--- src/sv/sha256md_pkg.sv ---
// shared types, constants and round functions for the sha-256 digest block
// no dependencies; used by every module of the block
`timescale 1ns / 1ps

package sha256md_pkg;

	localparam int unsigned WORD_W      = 32;
	localparam int unsigned BLOCK_WORDS = 16;
	localparam int unsigned HASH_WORDS  = 8;
	localparam int unsigned NUM_ROUNDS  = 64;

	localparam logic [7:0] PAD_BYTE   = 8'h80;
	localparam logic [2:0] FULL_BYTES = 3'd4;
	localparam logic [2:0] LAST_INDEX = 3'(HASH_WORDS - 1);
	localparam logic [5:0] LAST_ROUND = 6'(NUM_ROUNDS - 1);
	localparam logic [3:0] LAST_FILL  = 4'(BLOCK_WORDS - 1);
	localparam logic [3:0] LEN_FILL   = 4'(BLOCK_WORDS - 2);

	localparam logic [31:0] ROUND_K [NUM_ROUNDS] = '{
		32'h428a2f98, 32'h71374491, 32'hb5c0fbcf, 32'he9b5dba5,
		32'h3956c25b, 32'h59f111f1, 32'h923f82a4, 32'hab1c5ed5,
		32'hd807aa98, 32'h12835b01, 32'h243185be, 32'h550c7dc3,
		32'h72be5d74, 32'h80deb1fe, 32'h9bdc06a7, 32'hc19bf174,
		32'he49b69c1, 32'hefbe4786, 32'h0fc19dc6, 32'h240ca1cc,
		32'h2de92c6f, 32'h4a7484aa, 32'h5cb0a9dc, 32'h76f988da,
		32'h983e5152, 32'ha831c66d, 32'hb00327c8, 32'hbf597fc7,
		32'hc6e00bf3, 32'hd5a79147, 32'h06ca6351, 32'h14292967,
		32'h27b70a85, 32'h2e1b2138, 32'h4d2c6dfc, 32'h53380d13,
		32'h650a7354, 32'h766a0abb, 32'h81c2c92e, 32'h92722c85,
		32'ha2bfe8a1, 32'ha81a664b, 32'hc24b8b70, 32'hc76c51a3,
		32'hd192e819, 32'hd6990624, 32'hf40e3585, 32'h106aa070,
		32'h19a4c116, 32'h1e376c08, 32'h2748774c, 32'h34b0bcb5,
		32'h391c0cb3, 32'h4ed8aa4a, 32'h5b9cca4f, 32'h682e6ff3,
		32'h748f82ee, 32'h78a5636f, 32'h84c87814, 32'h8cc70208,
		32'h90befffa, 32'ha4506ceb, 32'hbef9a3f7, 32'hc67178f2
	};

	localparam logic [31:0] HASH_INIT [HASH_WORDS] = '{
		32'h6a09e667, 32'hbb67ae85, 32'h3c6ef372, 32'ha54ff53a,
		32'h510e527f, 32'h9b05688c, 32'h1f83d9ab, 32'h5be0cd19
	};

	typedef enum logic [2:0] {
		ST_IDLE,
		ST_PAD,
		ST_ROUND,
		ST_ADD,
		ST_EMIT
	} state_t;

	// sequencer commands to the schedule and round units
	typedef struct packed {
		logic        push;
		logic [31:0] push_word;
		logic        load;
		logic        round;
		logic        add;
		logic        init;
		logic [5:0]  round_idx;
	} ctl_t;

	function automatic logic [31:0] small_sigma0(input logic [31:0] x);
		return {x[6:0], x[31:7]} ^ {x[17:0], x[31:18]} ^ {3'b000, x[31:3]};
	endfunction

	function automatic logic [31:0] small_sigma1(input logic [31:0] x);
		return {x[16:0], x[31:17]} ^ {x[18:0], x[31:19]} ^ {10'd0, x[31:10]};
	endfunction

	function automatic logic [31:0] big_sigma0(input logic [31:0] x);
		return {x[1:0], x[31:2]} ^ {x[12:0], x[31:13]} ^ {x[21:0], x[31:22]};
	endfunction

	function automatic logic [31:0] big_sigma1(input logic [31:0] x);
		return {x[5:0], x[31:6]} ^ {x[10:0], x[31:11]} ^ {x[24:0], x[31:25]};
	endfunction

	function automatic logic [31:0] choose(input logic [31:0] e, input logic [31:0] f,
		input logic [31:0] g);
		return (e & f) ^ (~e & g);
	endfunction

	function automatic logic [31:0] majority(input logic [31:0] a, input logic [31:0] b,
		input logic [31:0] c);
		return (a & b) ^ (a & c) ^ (b & c);
	endfunction

endpackage

--- src/sv/sha256md_in_if.sv ---
// message word channel: valid/ready handshake with the input word fields
// no dependencies
`timescale 1ns / 1ps

interface sha256md_in_if;
	logic        valid;
	logic        ready;
	logic [31:0] data_word;
	logic [2:0]  valid_bytes;
	logic        last_of_message;

	modport source (output valid, data_word, valid_bytes, last_of_message, input ready);
	modport sink   (input valid, data_word, valid_bytes, last_of_message, output ready);
endinterface

--- src/sv/sha256md_out_if.sv ---
// digest word channel: valid/ready handshake with the digest word fields
// no dependencies
`timescale 1ns / 1ps

interface sha256md_out_if;
	logic        valid;
	logic        ready;
	logic [31:0] digest_word;
	logic [2:0]  digest_index;
	logic        last_of_digest;

	modport source (output valid, digest_word, digest_index, last_of_digest, input ready);
	modport sink   (input valid, digest_word, digest_index, last_of_digest, output ready);
endinterface

--- src/sv/sha256md_sched.sv ---
// block buffer and message schedule: 16-word window shifted once per push or round
// depends on sha256md_pkg
`timescale 1ns / 1ps

module sha256md_sched
	import sha256md_pkg::*;
(
	input  logic        clk,
	input  ctl_t        ctl,
	output logic [31:0] w_t
);

	logic [31:0] w_q [BLOCK_WORDS];
	logic [31:0] w_next;
	logic [31:0] shift_in;

	// next schedule word from the current window
	always_comb begin
		w_next   = small_sigma1(w_q[14]) + w_q[9] + small_sigma0(w_q[1]) + w_q[0];
		shift_in = ctl.push ? ctl.push_word : w_next;
	end

	// window shifts toward index 0; oldest word feeds the round
	always_ff @(posedge clk) begin
		if (ctl.push || ctl.round) begin
			for (int i = 0; i < BLOCK_WORDS - 1; i++) begin
				w_q[i] <= w_q[i + 1];
			end
			w_q[BLOCK_WORDS - 1] <= shift_in;
		end
	end

	assign w_t = w_q[0];

endmodule

--- src/sv/sha256md_round.sv ---
// compression round unit and chaining hash registers
// depends on sha256md_pkg
`timescale 1ns / 1ps

module sha256md_round
	import sha256md_pkg::*;
(
	input  logic        clk,
	input  logic        arst_n,
	input  ctl_t        ctl,
	input  logic [31:0] w_t,
	input  logic [2:0]  rd_idx,
	output logic [31:0] rd_word
);

	logic [31:0] hash_q [HASH_WORDS];
	logic [31:0] work_q [HASH_WORDS];
	logic [31:0] t1;
	logic [31:0] t2;

	// one round of the compression function
	always_comb begin
		t1 = work_q[7] + big_sigma1(work_q[4]) + choose(work_q[4], work_q[5], work_q[6])
			+ ROUND_K[ctl.round_idx] + w_t;
		t2 = big_sigma0(work_q[0]) + majority(work_q[0], work_q[1], work_q[2]);
	end

	// working variables a..h
	always_ff @(posedge clk) begin
		if (ctl.load) begin
			work_q <= hash_q;
		end else if (ctl.round) begin
			work_q[7] <= work_q[6];
			work_q[6] <= work_q[5];
			work_q[5] <= work_q[4];
			work_q[4] <= work_q[3] + t1;
			work_q[3] <= work_q[2];
			work_q[2] <= work_q[1];
			work_q[1] <= work_q[0];
			work_q[0] <= t1 + t2;
		end
	end

	// chaining value, back to the initial value after a digest
	always_ff @(posedge clk or negedge arst_n) begin
		if (!arst_n) begin
			hash_q <= HASH_INIT;
		end else if (ctl.init) begin
			hash_q <= HASH_INIT;
		end else if (ctl.add) begin
			for (int i = 0; i < HASH_WORDS; i++) begin
				hash_q[i] <= hash_q[i] + work_q[i];
			end
		end
	end

	assign rd_word = hash_q[rd_idx];

endmodule

--- src/sv/sha256md_ctrl.sv ---
// sequencer: word intake, padding, round count, bit count and digest readout
// depends on sha256md_pkg
`timescale 1ns / 1ps

module sha256md_ctrl
	import sha256md_pkg::*;
(
	input  logic        clk,
	input  logic        arst_n,
	input  logic        in_valid,
	output logic        in_ready,
	input  logic [31:0] data_word,
	input  logic [2:0]  valid_bytes,
	input  logic        last_of_message,
	output logic        out_valid,
	input  logic        out_ready,
	output logic [2:0]  digest_index,
	output logic        last_of_digest,
	output ctl_t        ctl
);

	state_t      state_q, state_d;
	logic [3:0]  fill_q;
	logic [63:0] bits_q;
	logic [5:0]  rnd_q;
	logic [2:0]  idx_q;
	logic        need_pad_q;
	logic        padding_q;
	logic        hi_done_q;
	logic        tail_done_q;

	logic [2:0]  vb_sat;
	logic [31:0] first_word;
	logic [31:0] pad_word;
	logic        take;
	logic        emit_done;

	// final word: mask unused bytes and merge the pad byte unless all four bytes are valid
	always_comb begin
		vb_sat = (valid_bytes > FULL_BYTES) ? FULL_BYTES : valid_bytes;
		case (vb_sat)
			3'd0:    first_word = {PAD_BYTE, 24'd0};
			3'd1:    first_word = {data_word[31:24], PAD_BYTE, 16'd0};
			3'd2:    first_word = {data_word[31:16], PAD_BYTE, 8'd0};
			3'd3:    first_word = {data_word[31:8], PAD_BYTE};
			default: first_word = data_word;
		endcase
	end

	// padding words: pad byte if pending, zeros, then the 64-bit length
	always_comb begin
		if (need_pad_q) begin
			pad_word = {PAD_BYTE, 24'd0};
		end else if (hi_done_q) begin
			pad_word = bits_q[31:0];
		end else if (fill_q == LEN_FILL) begin
			pad_word = bits_q[63:32];
		end else begin
			pad_word = '0;
		end
	end

	// outputs per state
	always_comb begin
		in_ready      = 1'b0;
		out_valid     = 1'b0;
		ctl           = '0;
		ctl.round_idx = rnd_q;
		unique case (state_q)
			ST_IDLE: begin
				in_ready = 1'b1;
				if (in_valid) begin
					ctl.push      = 1'b1;
					ctl.push_word = last_of_message ? first_word : data_word;
				end
			end
			ST_PAD: begin
				ctl.push      = 1'b1;
				ctl.push_word = pad_word;
			end
			ST_ROUND: begin
				ctl.round = 1'b1;
			end
			ST_ADD: begin
				ctl.add = 1'b1;
			end
			ST_EMIT: begin
				out_valid = 1'b1;
				ctl.init  = out_ready && (idx_q == LAST_INDEX);
			end
			default: begin
				in_ready = 1'b0;
			end
		endcase
		ctl.load = ctl.push && (fill_q == LAST_FILL);
	end

	assign take      = in_valid && in_ready;
	assign emit_done = ctl.init;

	// next state
	always_comb begin
		state_d = state_q;
		unique case (state_q)
			ST_IDLE: begin
				if (take) begin
					if (ctl.load) begin
						state_d = ST_ROUND;
					end else if (last_of_message) begin
						state_d = ST_PAD;
					end
				end
			end
			ST_PAD: begin
				if (ctl.load) begin
					state_d = ST_ROUND;
				end
			end
			ST_ROUND: begin
				if (rnd_q == LAST_ROUND) begin
					state_d = ST_ADD;
				end
			end
			ST_ADD: begin
				if (tail_done_q) begin
					state_d = ST_EMIT;
				end else if (padding_q) begin
					state_d = ST_PAD;
				end else begin
					state_d = ST_IDLE;
				end
			end
			ST_EMIT: begin
				if (emit_done) begin
					state_d = ST_IDLE;
				end
			end
			default: begin
				state_d = ST_IDLE;
			end
		endcase
	end

	// state and counters
	always_ff @(posedge clk or negedge arst_n) begin
		if (!arst_n) begin
			state_q     <= ST_IDLE;
			fill_q      <= '0;
			bits_q      <= '0;
			rnd_q       <= '0;
			idx_q       <= '0;
			need_pad_q  <= 1'b0;
			padding_q   <= 1'b0;
			hi_done_q   <= 1'b0;
			tail_done_q <= 1'b0;
		end else begin
			state_q <= state_d;
			if (ctl.push) begin
				fill_q <= fill_q + 4'd1;
			end
			if (ctl.load) begin
				rnd_q <= '0;
			end else if (ctl.round) begin
				rnd_q <= rnd_q + 6'd1;
			end
			// message length in bits, wrapping
			if (take) begin
				if (last_of_message) begin
					bits_q     <= bits_q + 64'({vb_sat, 3'b000});
					need_pad_q <= (vb_sat == FULL_BYTES);
					padding_q  <= 1'b1;
				end else begin
					bits_q <= bits_q + 64'(WORD_W);
				end
			end
			// padding progress
			if (state_q == ST_PAD) begin
				if (need_pad_q) begin
					need_pad_q <= 1'b0;
				end else if (hi_done_q) begin
					tail_done_q <= 1'b1;
				end else if (fill_q == LEN_FILL) begin
					hi_done_q <= 1'b1;
				end
			end
			// digest readout, then back to a fresh message
			if (out_valid && out_ready) begin
				idx_q <= idx_q + 3'd1;
			end
			if (emit_done) begin
				fill_q      <= '0;
				bits_q      <= '0;
				padding_q   <= 1'b0;
				hi_done_q   <= 1'b0;
				tail_done_q <= 1'b0;
			end
		end
	end

	assign digest_index   = idx_q;
	assign last_of_digest = (idx_q == LAST_INDEX);

endmodule

--- src/sv/sha256_message_digest.sv ---
// sha-256 digest: one word transfer per cycle while a block fills; the 16th word
// of a block holds ready low through its 64 rounds and the hash update, so the
// next block waits on the single round unit. final word: 2 to 18 padding
// pushes, one or two compressions, then eight digest transfers. async reset
// loads the initial hash and clears counts; the block buffer is not cleared.
`timescale 1ns / 1ps

module sha256_message_digest
	import sha256md_pkg::*;
(
	input  logic           clk,
	input  logic           arst_n,
	sha256md_in_if.sink    message,
	sha256md_out_if.source digest
);

	ctl_t        ctl;
	logic [31:0] w_t;
	logic [2:0]  idx;

	// sequencer
	sha256md_ctrl u_ctrl (
		.clk             (clk),
		.arst_n          (arst_n),
		.in_valid        (message.valid),
		.in_ready        (message.ready),
		.data_word       (message.data_word),
		.valid_bytes     (message.valid_bytes),
		.last_of_message (message.last_of_message),
		.out_valid       (digest.valid),
		.out_ready       (digest.ready),
		.digest_index    (idx),
		.last_of_digest  (digest.last_of_digest),
		.ctl             (ctl)
	);

	// block buffer and schedule
	sha256md_sched u_sched (
		.clk (clk),
		.ctl (ctl),
		.w_t (w_t)
	);

	// round unit and hash state
	sha256md_round u_round (
		.clk     (clk),
		.arst_n  (arst_n),
		.ctl     (ctl),
		.w_t     (w_t),
		.rd_idx  (idx),
		.rd_word (digest.digest_word)
	);

	assign digest.digest_index = idx;

endmodule

--- src/flat_wrapper.sv ---
// flat-port wrapper written by rule: the top's interface ports become plain ports
module sha256_message_digest_flat import sha256md_pkg::*;
  (clk, arst_n, message_valid, message_data_word, message_valid_bytes, message_last_of_message, message_ready, digest_valid, digest_digest_word, digest_digest_index, digest_last_of_digest, digest_ready);
  sha256md_in_if message_i ();
  sha256md_out_if digest_i ();
  input  logic clk;
  input  logic arst_n;
  input wire logic [$bits(message_i.valid)-1:0] message_valid;
  input wire logic [$bits(message_i.data_word)-1:0] message_data_word;
  input wire logic [$bits(message_i.valid_bytes)-1:0] message_valid_bytes;
  input wire logic [$bits(message_i.last_of_message)-1:0] message_last_of_message;
  output wire logic [$bits(message_i.ready)-1:0] message_ready;
  output wire logic [$bits(digest_i.valid)-1:0] digest_valid;
  output wire logic [$bits(digest_i.digest_word)-1:0] digest_digest_word;
  output wire logic [$bits(digest_i.digest_index)-1:0] digest_digest_index;
  output wire logic [$bits(digest_i.last_of_digest)-1:0] digest_last_of_digest;
  input wire logic [$bits(digest_i.ready)-1:0] digest_ready;
  assign message_i.valid = message_valid;
  assign message_i.data_word = message_data_word;
  assign message_i.valid_bytes = message_valid_bytes;
  assign message_i.last_of_message = message_last_of_message;
  assign message_ready = message_i.ready;
  assign digest_valid = digest_i.valid;
  assign digest_digest_word = digest_i.digest_word;
  assign digest_digest_index = digest_i.digest_index;
  assign digest_last_of_digest = digest_i.last_of_digest;
  assign digest_i.ready = digest_ready;
  sha256_message_digest u_core (.clk(clk), .arst_n(arst_n), .message(message_i), .digest(digest_i));
endmodule
--- config.mk ---
export PLATFORM = sky130hd
export DESIGN_NAME = sha256_message_digest_flat
export DESIGN_NICKNAME = d
export VERILOG_FILES = /design/src/sv/sha256md_pkg.sv /design/src/sv/sha256md_in_if.sv /design/src/sv/sha256md_out_if.sv /design/src/sv/sha256md_sched.sv /design/src/sv/sha256md_round.sv /design/src/sv/sha256md_ctrl.sv /design/src/sv/sha256_message_digest.sv /design/src/flat_wrapper.sv
export SDC_FILE = /design/constraint.sdc
export NUM_CORES = 2
export LEC_CHECK = 0
export BUFFER_PORTS_ARGS = -buffer_cell sky130_fd_sc_hd__buf_2
export CAP_MARGIN = 20
export CORE_ASPECT_RATIO = 0.6
export CORE_MARGIN = 1
export CORE_UTILIZATION = 25
export CTS_CLUSTER_DIAMETER = 100
export CTS_CLUSTER_SIZE = 28
export DETAILED_ROUTE_END_ITERATION = 10
export PLACE_DENSITY = 0.49
export SKIP_LAST_GASP = 1
export SLEW_MARGIN = 10
export SYNTH_ARGS = -nofsm -noshare
export SYNTH_HDL_FRONTEND = slang
export SYNTH_HIERARCHICAL = 1
export SYNTH_SLANG_ARGS = --single-unit
--- constraint.sdc ---
create_clock -name clk -period 16.9 [get_ports clk]
set_clock_uncertainty 0.1 [all_clocks]
set_input_delay 2.535 -clock clk [delete_from_list [all_inputs] [get_ports clk]]
set_output_delay 2.535 -clock clk [all_outputs]
set_load 0.005 [all_outputs]
==> flow_metrics.tcl <==
set metrics [dict create \
    routed_wl_mm 263 \
    yosys.area.top_type_share_pct 32.0 \
    hold_viol 0 \
    holdWs_ps 280 \
    final_cell_mix "edfxtp_1, a21oi_1, nand2_1, nor2_1, inv_1" \
    cp_max_fo 24 \
    clock.fmax_mhz 87.4 \
    fin_util_pct 27.4 \
    synth_cells 6656 \
    first_global_vias 49300 \
    grt_antenna_before_repair 13 \
    hold_end "u_core/u_sched/w_q[5][30]" \
    post-cts-setup-buffers 0 \
    synth_top_cell_by_area "edfxtp_1" \
    slew-limit-headroom_pct 16.3 \
    drt_pass1_iterations 6 \
    hp-class "flop to flop" \
    cap_violations 0 \
    syn-num-nets 7287 \
    r2r_start "u_core/u_ctrl/rnd_q[1]" \
    finalWorstSetupSlack_ps 5450 \
    final-setup-viol-count 0 \
    period_needed_ps 11450 \
    max_stage_delay_ps 810 \
    cts_root_buf "clkbuf_16" \
    final_nets 7197 \
    vias 53600 \
    syn_area_um2 72200 \
    end_kind "flop" \
    tightest_slew_ps 1260 \
    cts.hold.buffers_added 0 \
    die_w_um 696 \
    ant_nets 0 \
    synth.avg_cell_area_um2 10.8 \
    drive_gt1_share_pct 11.9 \
    routedWlPerCell_um 25.2 \
    layout_commonest_cell "edfxtp_1" \
    synth_seq_cells 1105 \
    crit_top_cell "fa_1" \
    post-place-ws_ps 5700 \
    cp_slowest_cell "ha_1" \
    cp_top_family "compound AO/OA/AOI/OAI gates" \
    cts_resized 0 \
    worstHoldPathCells 0 \
    synthToLayoutAreaGrowth_pct 8.79 \
    async_reset_ff_share_pct 30.5 \
    start_util_pct 25.2 \
    ys.warnings.count 6 \
    core-area_um2 287000 \
    rows 152 \
    r2r_end "u_core/u_round/work_q[255]" \
    critPathLaunchType "flop" \
    place_congestion 0.936 \
    hp-start "u_core/u_sched/w_q[5][62]" \
    status "completed" \
    cp.depth 37 \
    clock-sinks 1105 \
    drtIter0Drc 6451 \
    cts.path.max_buffers 3 \
    rr_worst_depth 37 \
    critical_path_arrival_ps 11860 \
    synth_ff_type "edfxtp_1" \
    worst_setup_path_startpoint "u_core/u_ctrl/rnd_q[1]" \
    cts_buffers 51 \
    die_area_um2 291000 \
    tns_ps 0 \
    cts_tree "done" \
    worstSkewPairLatency_ps 760 \
    clkSlewWorstSetupHoldPaths_ps 130 \
    grt_use_total_pct 17.5 \
    critPathBufInv 4 \
    via_per_inst 5.12 \
    cp.required_ps 17310 \
    rrSetupSlack_ps 5450 \
    fin_crit_sh_pct 67.7 \
    final_max_slew_viol_count 0 \
    grt_first_pass_wirelength_mm 372 \
    ioPinCount 78 \
    cts-htree-levels 2 \
    grt_overflow 0 \
    synth_edf_count 768 \
    fillCellCount 29900 \
    die_h_um 418 \
    numPortBuffers 77 \
    synth_area_leaders "edfxtp_1, dfrtp_1, ha_1" \
    grt_max_degree 187 \
    path_class "flop to flop" \
    ys_seq_area_share_pct 43.9 \
    drc_errors 0 \
    hpwl_mm 202 \
    synth_cell_types 118 \
    rsz0062_at_grt "no" \
]
## state kept, by name, indices dropped and copies added (netlist names)
name	cells
u_core/u_ctrl/bits_q	61
u_core/u_ctrl/hi_done_q	1
u_core/u_ctrl/need_pad_q	1
u_core/u_round/work_q	256
u_core/u_ctrl/fill_q	4
u_core/u_ctrl/padding_q	1
u_core/u_sched/w_q	512
u_core/u_ctrl/rnd_q	6
u_core/u_ctrl/digest_index	3
u_core/u_ctrl/tail_done_q	1
u_core/u_round/hash_q	256
u_core/u_ctrl/state_q	3
## cells in the mapped netlist, drive strengths merged, types with 15 or more instances
cell    number
a22oi       24
a21boi      15
and3        51
a221oi      18
o31a        15
mux2       240
o21ai      470
nand3      104
a311oi      15
fa         196
dfstp      136
a211oi      60
nor4        26
clkbuf     219
o21a        57
buf         94
mux2i      122
nor3b       18
nor2b       45
o31ai       44
mux4        78
or4         16
nand2b      54
a31oi       55
xnor2      344
a21oi      456
and4        22
a211o       34
ha         395
a21o       192
xor2       232
edfxtp     768
nor3       102
o211ai      52
nand4       63
nand2      451
and2        17
or2         16
nor2       438
or3         52
o21bai      64
inv        441
dfrtp      201
## worst max path at each step
stage	end	slack (ps)
after floorplan	u_core/u_sched/w_q[0][0]	6680
after global routing	u_core/u_round/work_q[255]	4890
after CTS	u_core/u_round/work_q[255]	5650
final	u_core/u_round/work_q[255]	5450
after detailed placement	u_core/u_round/work_q[255]	5700
after global placement	u_core/u_round/work_q[255]	5660
## final cells by class
class / count / area, µm² / area share, %
Multi-Input combinational cell: 4797 / 37500 / 47.8
Clock buffer: 67 / 1370 / 1.74
Clock inverter: 22 / 294 / 0.374
Inverter: 441 / 1670 / 2.13
Timing Repair Buffer: 170 / 1160 / 1.48
Sequential cell: 1105 / 31700 / 40.3
Tap cell: 3850 / 4820 / 6.14
Antenna cell: 2 / 5.00 / 0.00637
## routing by layer
metal,global-route usage (%),routed length [µm],share of wire (%),vias up
met4,2.25,3160,1.2,8
met2,20.7,92100,35,2124
met3,5.37,28200,11,122
met1,29.8,140000,53,27300
met5,0.116,86,0.033,-
li1,-,-,-,24000
## logic make-up (layout without fill, tap and decap cells)
family                     after synthesis  in the layout  synth area share, %
AOI/OAI and AO/OA                     1683           1683                 14.8
xor gates and xnor gates               576            576                 7.00
adders and majority gates              593            593                 12.3
buffers and inverters                  754            700                 4.23
DFF                                   1105           1105                 43.9
muxes                                  440            440                 7.87
other                                    0              2                    0
and+or+nand+nor                       1505           1505                 9.94
## metrics by stage
step / instance area, µm² / instances
floorplan: 72200 / 6656
global placement: 76800 / 10400
detailed placement: 76800 / 10400
CTS: 78500 / 10400
global route: 78500 / 10500
finish: 78500 / 10500
Power is left out: the tool's default activity adds up to more than one toggle a clock period on the data nets, which glitch-free logic cannot reach.
